File: src/rtl/rrpd_pkg.sv
// shared types, constants and product codes of the radial product decoder
package rrpd_pkg;

  localparam int HEADER_BYTES = 64;
  localparam int MAX_BINS     = 4096;

  localparam int BYTE_W  = 8;
  localparam int CNT_W   = 13;   // width of a bin count register
  localparam int POS_W   = 16;   // byte position within a record
  localparam int BND_W   = 17;   // region boundaries within the record body
  localparam int BIN_W   = 12;
  localparam int CODE_W  = 16;
  localparam int VAL_W   = 24;
  localparam int PROD_W  = 3;
  localparam int ADDR_W  = 1;

  localparam int FIFO_DEPTH = 4;
  localparam int FIFO_PTR_W = $clog2(FIFO_DEPTH);
  localparam int FIFO_CNT_W = $clog2(FIFO_DEPTH + 1);

  // phidp rounding division by 2^15-1
  localparam int PH_W     = 36;  // halved numerator of the phidp rounding division
  localparam int PH_Q_W   = 21;
  localparam int PH_LOW_W = 15;
  localparam logic [PH_LOW_W-1:0] PH_DIV_M = 15'h7FFF;

  // register indexes of the configuration port
  localparam logic [ADDR_W-1:0] REG_REF_BINS = 1'd0;
  localparam logic [ADDR_W-1:0] REG_DPL_BINS = 1'd1;

  // product codes
  localparam logic [PROD_W-1:0] PROD_REF   = 3'd0;
  localparam logic [PROD_W-1:0] PROD_VEL   = 3'd1;
  localparam logic [PROD_W-1:0] PROD_WIDTH = 3'd2;
  localparam logic [PROD_W-1:0] PROD_ZDR   = 3'd3;
  localparam logic [PROD_W-1:0] PROD_RHOHV = 3'd4;
  localparam logic [PROD_W-1:0] PROD_KDP   = 3'd5;
  localparam logic [PROD_W-1:0] PROD_PHIDP = 3'd6;

  // top of the phidp code range, mapped to a fixed value
  localparam logic [CODE_W-1:0] PHIDP_TOP_CODE = 16'hFFFF;
  localparam logic [VAL_W-1:0]  PHIDP_TOP_VAL  = 24'd1474540;

  // one classified product sample on its way to the scaler
  typedef struct packed {
    logic [PROD_W-1:0] prod;
    logic [BIN_W-1:0]  bin;
    logic [CODE_W-1:0] code;
    logic              last;
  } item_t;

  // region boundaries of the record body, relative to the end of the header
  typedef struct packed {
    logic [BND_W-1:0] vel_start;
    logic [BND_W-1:0] width_start;
    logic [BND_W-1:0] spare_start;
    logic [BND_W-1:0] zdr_start;
    logic [BND_W-1:0] rhohv_start;
    logic [BND_W-1:0] kdp_start;
    logic [BND_W-1:0] phidp_start;
    logic [BND_W-1:0] total;
  } bounds_t;

endpackage

File: src/rtl/rrpd_front.sv
// front end: bin count registers, record position counter and byte classifier
module rrpd_front (
  input  logic                                clk_i,
  input  logic                                rst_ni,
  input  logic                                cfg_valid_i,
  input  logic [rrpd_pkg::ADDR_W-1:0]         cfg_addr_i,
  input  logic [rrpd_pkg::CNT_W-1:0]          cfg_data_i,
  input  logic                                accept_i,
  input  logic [rrpd_pkg::BYTE_W-1:0]         data_byte_i,
  input  logic                                first_byte_i,
  output logic                                emit_o,
  output rrpd_pkg::item_t                     item_o
);

  logic [rrpd_pkg::CNT_W-1:0]  ref_bins_q, ref_bins_d;
  logic [rrpd_pkg::CNT_W-1:0]  dpl_bins_q, dpl_bins_d;
  logic [rrpd_pkg::CNT_W-1:0]  cfg_sat;
  rrpd_pkg::bounds_t           bnd_q, bnd_d;
  logic [rrpd_pkg::BND_W-1:0]  r_ext, d_ext, rd2;
  logic [rrpd_pkg::POS_W-1:0]  pos_q, pos_d, pos;
  logic [rrpd_pkg::BYTE_W-1:0] held_q, held_d;
  logic [rrpd_pkg::BND_W-1:0]  p, base, off;
  logic                        in_header, in_body, is_phidp, emit;
  logic [rrpd_pkg::PROD_W-1:0] prod;

  assign cfg_sat = (cfg_data_i > rrpd_pkg::CNT_W'(rrpd_pkg::MAX_BINS))
                 ? rrpd_pkg::CNT_W'(rrpd_pkg::MAX_BINS) : cfg_data_i;

  always_comb begin
    ref_bins_d = ref_bins_q;
    dpl_bins_d = dpl_bins_q;
    if (cfg_valid_i) begin
      case (cfg_addr_i)
        rrpd_pkg::REG_REF_BINS: ref_bins_d = cfg_sat;
        rrpd_pkg::REG_DPL_BINS: dpl_bins_d = cfg_sat;
        default: ;
      endcase
    end
  end

  // boundaries follow the count registers on the same edge
  assign r_ext = rrpd_pkg::BND_W'(ref_bins_d);
  assign d_ext = rrpd_pkg::BND_W'(dpl_bins_d);
  assign rd2   = (r_ext + d_ext) << 1;

  always_comb begin
    bnd_d.vel_start   = r_ext;
    bnd_d.width_start = r_ext + d_ext;
    bnd_d.spare_start = r_ext + (d_ext << 1);
    bnd_d.zdr_start   = rd2;
    bnd_d.rhohv_start = rd2 + r_ext;
    bnd_d.kdp_start   = rd2 + (r_ext << 1);
    bnd_d.phidp_start = rd2 + (r_ext << 1) + r_ext;
    bnd_d.total       = (r_ext << 3) - r_ext + (d_ext << 1);
  end

  assign pos       = first_byte_i ? '0 : pos_q;
  assign in_header = pos < rrpd_pkg::POS_W'(rrpd_pkg::HEADER_BYTES);
  assign p         = rrpd_pkg::BND_W'(pos) - rrpd_pkg::BND_W'(rrpd_pkg::HEADER_BYTES);
  assign in_body   = !in_header && (p < bnd_q.total);

  always_comb begin
    prod     = rrpd_pkg::PROD_REF;
    base     = '0;
    is_phidp = 1'b0;
    emit     = 1'b0;
    if (in_body) begin
      emit = 1'b1;
      if (p < bnd_q.vel_start) begin
        prod = rrpd_pkg::PROD_REF;
      end else if (p < bnd_q.width_start) begin
        prod = rrpd_pkg::PROD_VEL;
        base = bnd_q.vel_start;
      end else if (p < bnd_q.spare_start) begin
        prod = rrpd_pkg::PROD_WIDTH;
        base = bnd_q.width_start;
      end else if (p < bnd_q.zdr_start) begin
        emit = 1'b0;  // unused block after spectrum width
      end else if (p < bnd_q.rhohv_start) begin
        prod = rrpd_pkg::PROD_ZDR;
        base = bnd_q.zdr_start;
      end else if (p < bnd_q.kdp_start) begin
        prod = rrpd_pkg::PROD_RHOHV;
        base = bnd_q.rhohv_start;
      end else if (p < bnd_q.phidp_start) begin
        prod = rrpd_pkg::PROD_KDP;
        base = bnd_q.kdp_start;
      end else begin
        prod     = rrpd_pkg::PROD_PHIDP;
        base     = bnd_q.phidp_start;
        is_phidp = 1'b1;
      end
    end
  end

  assign off = p - base;

  // phidp low byte is held, the high byte completes the word
  always_comb begin
    emit_o = emit;
    if (is_phidp && !off[0]) emit_o = 1'b0;
  end

  assign item_o.prod = prod;
  assign item_o.bin  = is_phidp ? off[rrpd_pkg::BIN_W:1] : off[rrpd_pkg::BIN_W-1:0];
  assign item_o.code = is_phidp ? {data_byte_i, held_q}
                                : rrpd_pkg::CODE_W'(data_byte_i);
  assign item_o.last = (p == bnd_q.total - rrpd_pkg::BND_W'(1));

  always_comb begin
    pos_d  = pos_q;
    held_d = held_q;
    if (accept_i) begin
      pos_d = (pos == '1) ? pos : pos + rrpd_pkg::POS_W'(1);
      if (is_phidp && !off[0]) held_d = data_byte_i;
    end
  end

  always_ff @(posedge clk_i or negedge rst_ni) begin
    if (!rst_ni) begin
      ref_bins_q <= '0;
      dpl_bins_q <= '0;
      bnd_q      <= '0;
      pos_q      <= '0;
      held_q     <= '0;
    end else begin
      ref_bins_q <= ref_bins_d;
      dpl_bins_q <= dpl_bins_d;
      bnd_q      <= bnd_d;
      pos_q      <= pos_d;
      held_q     <= held_d;
    end
  end

endmodule

File: src/rtl/rrpd_fifo.sv
// short queue of classified samples between the classifier and the scaler
module rrpd_fifo (
  input  logic            clk_i,
  input  logic            rst_ni,
  input  logic            push_i,
  input  rrpd_pkg::item_t item_i,
  input  logic            pop_i,
  output logic            not_full_o,
  output logic            not_empty_o,
  output rrpd_pkg::item_t item_o
);

  rrpd_pkg::item_t                   mem_q [rrpd_pkg::FIFO_DEPTH];
  logic [rrpd_pkg::FIFO_PTR_W-1:0]   wr_ptr_q, wr_ptr_d;
  logic [rrpd_pkg::FIFO_PTR_W-1:0]   rd_ptr_q, rd_ptr_d;
  logic [rrpd_pkg::FIFO_CNT_W-1:0]   count_q, count_d;
  logic                              do_push, do_pop;

  assign not_full_o  = count_q != rrpd_pkg::FIFO_CNT_W'(rrpd_pkg::FIFO_DEPTH);
  assign not_empty_o = count_q != '0;
  assign item_o      = mem_q[rd_ptr_q];

  assign do_push = push_i && not_full_o;
  assign do_pop  = pop_i && not_empty_o;

  always_comb begin
    wr_ptr_d = wr_ptr_q;
    rd_ptr_d = rd_ptr_q;
    count_d  = count_q;
    if (do_push) wr_ptr_d = wr_ptr_q + rrpd_pkg::FIFO_PTR_W'(1);
    if (do_pop)  rd_ptr_d = rd_ptr_q + rrpd_pkg::FIFO_PTR_W'(1);
    case ({do_push, do_pop})
      2'b10:   count_d = count_q + rrpd_pkg::FIFO_CNT_W'(1);
      2'b01:   count_d = count_q - rrpd_pkg::FIFO_CNT_W'(1);
      default: count_d = count_q;
    endcase
  end

  always_ff @(posedge clk_i) begin
    if (do_push) mem_q[wr_ptr_q] <= item_i;
  end

  always_ff @(posedge clk_i or negedge rst_ni) begin
    if (!rst_ni) begin
      wr_ptr_q <= '0;
      rd_ptr_q <= '0;
      count_q  <= '0;
    end else begin
      wr_ptr_q <= wr_ptr_d;
      rd_ptr_q <= rd_ptr_d;
      count_q  <= count_d;
    end
  end

endmodule

File: src/rtl/rrpd_back.sv
// back end: range check and fixed point scaling in two stages, output register
module rrpd_back (
  input  logic                         clk_i,
  input  logic                         rst_ni,
  input  logic                         avail_i,
  input  rrpd_pkg::item_t              item_i,
  output logic                         pop_o,
  output logic                         out_valid_o,
  input  logic                         out_ready_i,
  output logic [rrpd_pkg::PROD_W-1:0]  prod_o,
  output logic [rrpd_pkg::BIN_W-1:0]   bin_o,
  output logic [rrpd_pkg::VAL_W-1:0]   val_o,
  output logic                         ok_o,
  output logic                         last_o
);

  logic                         advance;
  logic [rrpd_pkg::BYTE_W-1:0]  c8;
  logic [rrpd_pkg::CODE_W-1:0]  code;

  // stage 1 results
  logic                         ok1;
  logic [rrpd_pkg::VAL_W-1:0]   val1;
  logic [6:0]                   zdr_mag, rho_mag, kdp_mag;
  logic [9:0]                   zdr_y, kdp_y;
  logic [13:0]                  rho_y;
  logic [20:0]                  zdr_t, kdp_t;
  logic [32:0]                  rho_t;
  logic [rrpd_pkg::VAL_W-1:0]   zdr_v, rho_v, kdp_v;
  logic [rrpd_pkg::CODE_W-1:0]  ph_c;
  logic [rrpd_pkg::PH_W-1:0]    ph_y;

  logic                         s1_v_q;
  logic [rrpd_pkg::PROD_W-1:0]  s1_prod_q;
  logic [rrpd_pkg::BIN_W-1:0]   s1_bin_q;
  logic                         s1_last_q, s1_ok_q, s1_top_q;
  logic [rrpd_pkg::VAL_W-1:0]   s1_val_q;
  logic [rrpd_pkg::PH_W-1:0]    s1_ph_q;

  // stage 2: exact division by 2^15-1 through two folds
  logic [rrpd_pkg::PH_Q_W-1:0]  ph_a, ph_q;
  logic [rrpd_pkg::PH_Q_W:0]    ph_s;
  logic [6:0]                   ph_a2;
  logic [rrpd_pkg::PH_LOW_W:0]  ph_r;
  logic [rrpd_pkg::VAL_W-1:0]   val2;

  logic                         out_v_q;
  logic [rrpd_pkg::PROD_W-1:0]  out_prod_q;
  logic [rrpd_pkg::BIN_W-1:0]   out_bin_q;
  logic [rrpd_pkg::VAL_W-1:0]   out_val_q;
  logic                         out_ok_q, out_last_q;

  assign advance = !out_v_q || out_ready_i;
  assign pop_o   = advance && avail_i;

  assign code = item_i.code;
  assign c8   = code[rrpd_pkg::BYTE_W-1:0];

  // round(|k| * scale) = whole part times |k| plus a small rounded remainder
  assign zdr_mag = (c8 < 8'd50) ? 7'(8'd50 - c8) : 7'(c8 - 8'd50);
  assign zdr_y   = 10'(zdr_mag) * 10'd6 + 10'd5;
  assign zdr_t   = 21'(zdr_y) * 21'd205;
  assign zdr_v   = rrpd_pkg::VAL_W'(zdr_mag) * rrpd_pkg::VAL_W'(409)
                 + rrpd_pkg::VAL_W'(zdr_t[20:11]);

  assign rho_mag = 7'(c8 - 8'd5);
  assign rho_y   = 14'(rho_mag) * 14'd96 + 14'd50;
  assign rho_t   = 33'(rho_y) * 33'd5243;
  assign rho_v   = rrpd_pkg::VAL_W'(rho_mag) * rrpd_pkg::VAL_W'(40)
                 + rrpd_pkg::VAL_W'(rho_t[32:19]);

  assign kdp_mag = (c8 < 8'd60) ? 7'(8'd60 - c8) : 7'(c8 - 8'd60);
  assign kdp_y   = 10'(kdp_mag) * 10'd8 + 10'd5;
  assign kdp_t   = 21'(kdp_y) * 21'd205;
  assign kdp_v   = rrpd_pkg::VAL_W'(kdp_mag) * rrpd_pkg::VAL_W'(204)
                 + rrpd_pkg::VAL_W'(kdp_t[20:11]);

  // phidp: (1474560*c + 32767) / 2 = 45*c*2^14 + 16383
  assign ph_c = code - rrpd_pkg::CODE_W'(2);
  assign ph_y = ((rrpd_pkg::PH_W'(ph_c) * rrpd_pkg::PH_W'(45)) << 14)
              + rrpd_pkg::PH_W'(16383);

  always_comb begin
    ok1  = 1'b0;
    val1 = '0;
    case (item_i.prod)
      rrpd_pkg::PROD_REF: begin
        ok1  = c8 >= 8'd2;
        val1 = (rrpd_pkg::VAL_W'(c8) << 11) - rrpd_pkg::VAL_W'(135168);
      end
      rrpd_pkg::PROD_VEL: begin
        ok1  = c8 >= 8'd2;
        val1 = (rrpd_pkg::VAL_W'(c8) << 11) - rrpd_pkg::VAL_W'(264192);
      end
      rrpd_pkg::PROD_WIDTH: begin
        ok1  = c8 >= 8'd129;
        val1 = (rrpd_pkg::VAL_W'(c8) << 11) - rrpd_pkg::VAL_W'(264192);
      end
      rrpd_pkg::PROD_ZDR: begin
        ok1  = (c8 >= 8'd20) && (c8 <= 8'd110);
        val1 = (c8 < 8'd50) ? -zdr_v : zdr_v;
      end
      rrpd_pkg::PROD_RHOHV: begin
        ok1  = (c8 >= 8'd5) && (c8 <= 8'd105);
        val1 = rho_v;
      end
      rrpd_pkg::PROD_KDP: begin
        ok1  = (c8 >= 8'd20) && (c8 <= 8'd160);
        val1 = (c8 < 8'd60) ? -kdp_v : kdp_v;
      end
      rrpd_pkg::PROD_PHIDP: begin
        ok1  = code >= rrpd_pkg::CODE_W'(2);
        val1 = '0;
      end
      default: begin
        ok1  = 1'b0;
        val1 = '0;
      end
    endcase
  end

  assign ph_a  = s1_ph_q[rrpd_pkg::PH_W-1:rrpd_pkg::PH_LOW_W];
  assign ph_s  = (rrpd_pkg::PH_Q_W+1)'(ph_a)
               + (rrpd_pkg::PH_Q_W+1)'(s1_ph_q[rrpd_pkg::PH_LOW_W-1:0]);
  assign ph_a2 = ph_s[rrpd_pkg::PH_Q_W:rrpd_pkg::PH_LOW_W];
  assign ph_r  = (rrpd_pkg::PH_LOW_W+1)'(ph_a2)
               + (rrpd_pkg::PH_LOW_W+1)'(ph_s[rrpd_pkg::PH_LOW_W-1:0]);
  assign ph_q  = ph_a + rrpd_pkg::PH_Q_W'(ph_a2)
               + rrpd_pkg::PH_Q_W'(ph_r >= (rrpd_pkg::PH_LOW_W+1)'(rrpd_pkg::PH_DIV_M));

  always_comb begin
    val2 = s1_val_q;
    if (s1_prod_q == rrpd_pkg::PROD_PHIDP) begin
      val2 = s1_top_q ? rrpd_pkg::PHIDP_TOP_VAL : rrpd_pkg::VAL_W'(ph_q);
    end
    if (!s1_ok_q) val2 = '0;
  end

  always_ff @(posedge clk_i) begin
    if (advance) begin
      s1_prod_q  <= item_i.prod;
      s1_bin_q   <= item_i.bin;
      s1_last_q  <= item_i.last;
      s1_ok_q    <= ok1;
      s1_val_q   <= val1;
      s1_top_q   <= code == rrpd_pkg::PHIDP_TOP_CODE;
      s1_ph_q    <= ph_y;
      out_prod_q <= s1_prod_q;
      out_bin_q  <= s1_bin_q;
      out_val_q  <= val2;
      out_ok_q   <= s1_ok_q;
      out_last_q <= s1_last_q;
    end
  end

  always_ff @(posedge clk_i or negedge rst_ni) begin
    if (!rst_ni) begin
      s1_v_q  <= 1'b0;
      out_v_q <= 1'b0;
    end else if (advance) begin
      s1_v_q  <= avail_i;
      out_v_q <= s1_v_q;
    end
  end

  assign out_valid_o = out_v_q;
  assign prod_o      = out_prod_q;
  assign bin_o       = out_bin_q;
  assign val_o       = out_val_q;
  assign ok_o        = out_ok_q;
  assign last_o      = out_last_q;

endmodule

File: src/rtl/radar_radial_product_decoder_unit.sv
// top level of the radar radial product decoder
//
//  channel   dir  handshake                     payload
//  s_axis    in   s_axis_tvalid/s_axis_tready   tdata: data_byte, tuser: first_byte
//  m_axis    out  m_axis_tvalid/m_axis_tready   tdata: bin_index, scaled_value, is_valid
//                                               tuser: product, tlast: last_of_radial
//  cfg       in   cfg_valid_i/cfg_ready_o       cfg_addr_i: register, cfg_data_i: value
//
// one byte is accepted every cycle while the queue has room; a result passes through
// the queue write, the scaling stage and the output register when nothing stalls.
// the phidp division by 2^15-1 sets the depth of the scaling pipe.
// reset clears bin counts, position and the queue; no clearing pass is needed.
// a stalled output fills the four-entry queue before s_axis_tready drops.
module radar_radial_product_decoder_unit (
  input  logic                               clk_i,
  input  logic                               rst_ni,
  input  logic                               s_axis_tvalid,
  output logic                               s_axis_tready,
  input  logic [7:0]                         s_axis_tdata,   // [7:0] data_byte
  input  logic                               s_axis_tuser,   // [0] first_byte
  output logic                               m_axis_tvalid,
  input  logic                               m_axis_tready,
  output logic [39:0]                        m_axis_tdata,   // [11:0] bin_index,
                                                             // [35:12] scaled_value,
                                                             // [36] is_valid, [39:37] 0
  output logic [rrpd_pkg::PROD_W-1:0]        m_axis_tuser,   // [2:0] product
  output logic                               m_axis_tlast,
  input  logic                               cfg_valid_i,
  output logic                               cfg_ready_o,
  input  logic [rrpd_pkg::ADDR_W-1:0]        cfg_addr_i,
  input  logic [rrpd_pkg::CNT_W-1:0]         cfg_data_i
);

  logic                        accept, emit, fifo_not_full, fifo_not_empty, pop;
  rrpd_pkg::item_t             front_item, head_item;
  logic [rrpd_pkg::BIN_W-1:0]  bin;
  logic [rrpd_pkg::VAL_W-1:0]  val;
  logic                        ok;

  assign cfg_ready_o   = 1'b1;
  assign s_axis_tready = fifo_not_full;
  assign accept        = s_axis_tvalid && fifo_not_full;

  rrpd_front u_front (
    .clk_i        (clk_i),
    .rst_ni       (rst_ni),
    .cfg_valid_i  (cfg_valid_i),
    .cfg_addr_i   (cfg_addr_i),
    .cfg_data_i   (cfg_data_i),
    .accept_i     (accept),
    .data_byte_i  (s_axis_tdata),
    .first_byte_i (s_axis_tuser),
    .emit_o       (emit),
    .item_o       (front_item)
  );

  rrpd_fifo u_fifo (
    .clk_i       (clk_i),
    .rst_ni      (rst_ni),
    .push_i      (accept && emit),
    .item_i      (front_item),
    .pop_i       (pop),
    .not_full_o  (fifo_not_full),
    .not_empty_o (fifo_not_empty),
    .item_o      (head_item)
  );

  rrpd_back u_back (
    .clk_i       (clk_i),
    .rst_ni      (rst_ni),
    .avail_i     (fifo_not_empty),
    .item_i      (head_item),
    .pop_o       (pop),
    .out_valid_o (m_axis_tvalid),
    .out_ready_i (m_axis_tready),
    .prod_o      (m_axis_tuser),
    .bin_o       (bin),
    .val_o       (val),
    .ok_o        (ok),
    .last_o      (m_axis_tlast)
  );

  assign m_axis_tdata = {3'b000, ok, val, bin};

endmodule

File: config.mk
export PLATFORM = sky130hd
export DESIGN_NAME = radar_radial_product_decoder_unit
export DESIGN_NICKNAME = d
export VERILOG_FILES = /design/src/rtl/rrpd_pkg.sv /design/src/rtl/rrpd_front.sv /design/src/rtl/rrpd_fifo.sv /design/src/rtl/rrpd_back.sv /design/src/rtl/radar_radial_product_decoder_unit.sv
export SDC_FILE = /design/constraint.sdc
export NUM_CORES = 2
export LEC_CHECK = 0
export BUFFER_PORTS_ARGS = -buffer_cell sky130_fd_sc_hd__buf_2
export CORE_UTILIZATION = 35
export CTS_CLUSTER_DIAMETER = 30
export CTS_CLUSTER_SIZE = 20
export DETAILED_ROUTE_END_ITERATION = 8
export PLACE_DENSITY = 0.58
export SYNTH_ARGS = -nofsm -noshare
export SYNTH_HDL_FRONTEND = slang
export SYNTH_SLANG_ARGS = --single-unit
File: constraint.sdc
create_clock -name clk_i -period 11.4 [get_ports clk_i]
set_input_delay 1.14 -clock clk_i [delete_from_list [all_inputs] [get_ports clk_i]]
set_output_delay 1.14 -clock clk_i [all_outputs]
set_load 0.02 [all_outputs]
==> results.py <==
metrics = {
    "clock_network": {
        "ctsHoldBuffers": 0,
        "cts_buffers": 79,
        "clockBufferDepth": 3,
        "clock-sinks": 381,
        "h-tree-depth": 3,
        "insertion_delay_ns": 0.63,
        "path_clk_slew_ns": 0.05,
        "cts_tree": "done",
        "clockRootBuffer": "clkbuf_16",
    },
    "yosys": {
        "ys_ff_latch": 381,
        "ys_async_sr_fraction": 0.388,
        "syn_inst": 3482,
        "synth-compound-area-share": 0.135,
        "synth_edf_count": 233,
        "synth_top_family_by_area": "adder cells",
        "synthXorXnorAreaFrac": 0.0805,
        "synth_area_leaders": "edfxtp_1 (20%), ha_1 (19%), dfrtp_1 (11%), fa_1 (7.8%), xnor2_1 (5.6%)",
        "synth_flop_cell": "edfxtp_1",
        "ys_warn_count": 0,
        "yosysTopAreaCell": "edfxtp_1",
        "synth_fa_ha_area_frac": 0.271,
        "seq_area_frac_synth": 0.308,
        "yosysUniqueCellTypes": 99,
        "yosys.area_share.simple": 0.110,
        "synthMuxAreaShare": 0.0349,
        "netlist_area_um2": 34700,
        "synth_top_area_share": 0.202,
        "synth_area_per_cell_um2": 9.97,
    },
    "timing": {
        "drv_slew": 0,
        "final.min_clock_period_ns": 10.81,
        "hold_viol": 0,
        "fin_crit_sh": 0.948,
        "clock_skew_ns": 0.0378,
        "timing.slew.headroom": 0.251,
        "finalSetupViolCount": 0,
        "tightest_slew_ns": 1.09,
        "fmax_mhz": 92.5,
    },
    "floorplanning": {
        "start_util": 0.353,
        "die_x_um": 317,
        "core_area_um2": 98300,
        "std_cell_rows": 115,
        "ios": 75,
        "die_area_um2": 100000,
        "dieHeight_um": 317,
    },
    "route": {
        "avgRoutedWirePerCell_um": 17.4,
        "first_pass_iters": 5,
        "ant_nets": 0,
        "vias": 25300,
        "drc": 0,
        "drt_iter0_markers": 1371,
        "viasPerCell": 5.07,
        "wl_um": 86700,
    },
    "setup_path": {
        "worstPathRequired_ns": 11.74,
        "critPathLaunchType": "register",
        "critical_path_arrival_ns": 11.15,
        "worst-path-buf-inv": 4,
        "end_kind": "register",
        "crit_type": "reg2reg",
        "crit_slowest_cell": "mux4_2",
        "cp_top_family": "adder cells",
        "crit_fanout": 11,
        "cpPeakStageDelay_ns": 0.58,
    },
    "global_routing": {
        "grt_pass1_wl_um": 139000,
        "gr-total-overflow": 0,
        "grt_pass1_vias": 26200,
        "antenna_found_initial": 3,
        "grt_util_all_layers": 0.175,
        "grt_start_max_net_pins": 85,
    },
    "place": {
        "dp.cells": 4832,
        "routabilityCongestion": 0.882,
        "io_buffer_count": 70,
        "hpwlAfterDp_um": 69500,
        "place_area_um2": 37000,
    },
    "final_layout": {
        "diodes": 0,
        "seqCellArea_um2": 10700,
        "syn_to_final_growth_pct": 15.8,
        "instances_no_fill": 4989,
        "fillCellCount": 9600,
        "final_area_um2": 40200,
        "drive_gt1_frac": 0.118,
        "final_nets": 4336,
        "multi_input_area_um2": 22100,
    },
    "job": {
        "cap_violations": 0,
    },
    "outcome": {
        "status": "finished clean",
    },
    "min_path": {
        "min_path_type": "reg2reg",
    },
}
==> cell families after synthesis <==
| logic type | after synthesis |
|---|---|
| simple gates | 780 |
| compound gates | 713 |
| fa+ha+maj | 671 |
| buf+inv | 546 |
| flops | 381 |
| xor+xnor | 315 |
| mux | 74 |
| other cells | 2 |
==> synth_stat cells (18+ instances only) <==
master    count
ha_1        536
inv_1       457
edfxtp_1    233
xnor2_1     221
nor2_1      219
a21oi_1     201
nand2_1     186
o21ai_0     161
dfrtp_1     148
fa_1        135
xor2_1       90
nand3_1      79
a21o_1       68
clkbuf_1     67
nor3_1       59
o21a_1       51
nor2b_1      48
nand2b_1     39
mux4_2       32
and3_1       25
mux2_2       24
o21bai_1     24
a21boi_0     22
nand4_1      21
and2_1       19
nor4_1       18
o221ai_1     18
==> path summary, 6_finish.rpt <==
path / from / depth (start not counted) / endpoint / slack, ns
worst max-delay path: u_fifo.rd_ptr_q[0] / 43 / u_back.s1_val_q[20] / 0.59
worst min-delay path: u_back.s1_bin_q[8] / 0 / u_back.bin_o[8] / 0.41
worst max register to register: u_fifo.rd_ptr_q[0] / 43 / u_back.s1_val_q[20] / 0.59
worst min register to register: u_back.s1_bin_q[8] / 0 / u_back.bin_o[8] / 0.41
max in group asynchronous: rst_ni / 2 / u_front.bnd_q[55] / 9.38
min in group asynchronous: rst_ni / 1 / u_front.dpl_bins_q[6] / 0.60
==> cells in the final DEF, fill, tap and decap left out, types with 9 or more instances in the layout <==
cell / n
and3_1: 25
mux2i_1: 10
buf_2: 69
clkbuf_16: 79
o211ai_1: 9
o21a_1: 51
mux4_2: 32
dfrtp_1: 146
a21o_1: 68
a221o_1: 11
nand4_1: 21
o221ai_1: 18
inv_1: 455
o21ai_0: 158
nor4_1: 17
a31oi_1: 11
nor2_1: 215
xnor2_1: 218
and2_1: 17
nand2_1: 186
a211oi_1: 14
mux2_2: 24
nor3_1: 57
a21oi_1: 195
o31ai_1: 12
bufinv_16: 17
fa_1: 134
a21boi_0: 22
ha_1: 531
edfxtp_1: 233
or2_2: 12
nor2b_1: 48
xor2_1: 90
a311oi_1: 14
buf_4: 85
or3_1: 12
o21bai_1: 24
nand3_1: 79
nand2b_1: 38
a22oi_1: 10
==> cell type report <==
cell class                      instances  area share
Clock buffer                           92      0.0517
Sequential cell                       381       0.266
Inverter                              458      0.0429
Tap cell                             1287      0.0401
Multi-Input combinational cell       2558       0.551
Clock inverter                         54      0.0217
Timing Repair Buffer                  159      0.0262
==> per-layer routing <==
layer	GRT usage	vias to the layer above	wire length, um
met5	0	-	12
met4	0.0573	2	2590
met1	0.215	12100	37700
met3	0.0238	146	3000
li1	-	12500	-
met2	0.314	459	43400
==> state kept, by name, indices dropped and copies added, names as in the netlist, 2 cells and up <==
register and flops:
u_fifo.mem_q 128, u_front.bnd_q 89, u_back.s1_val_q 24, u_back.val_o 24
u_back.s1_ph_q 22, u_front.pos_q 16, u_front.dpl_bins_q 13, u_front.ref_bins_q 13
u_back.bin_o 12, u_back.s1_bin_q 12, u_front.held_q 8, u_back.prod_o 3
u_back.s1_prod_q 3, u_fifo.count_q 3, u_fifo.rd_ptr_q 2, u_fifo.wr_ptr_q 2
==> repair_timing <==
action,CTS,global route
pin swaps,0,10
setup endpoints to repair,11,15
gates resized for setup,5,36
setup buffers,0,11
==> per-stage QoR <==
step,util,hold WS [ns],setup TNS (ns),setup WS (ns)
after floorplan,-,0.400,0,0.00919
after global placement,0.376,0.404,0,0.119
after detailed placement,0.376,0.405,-0.821,-0.141
after CTS,0.406,0.408,0,0.0211
after global routing,0.409,0.408,-0.00351,-0.00351
final,0.409,0.408,0,0.589
Power is left out: the tool's default activity adds up to more than one toggle a clock period on the data nets, which glitch-free logic cannot reach.
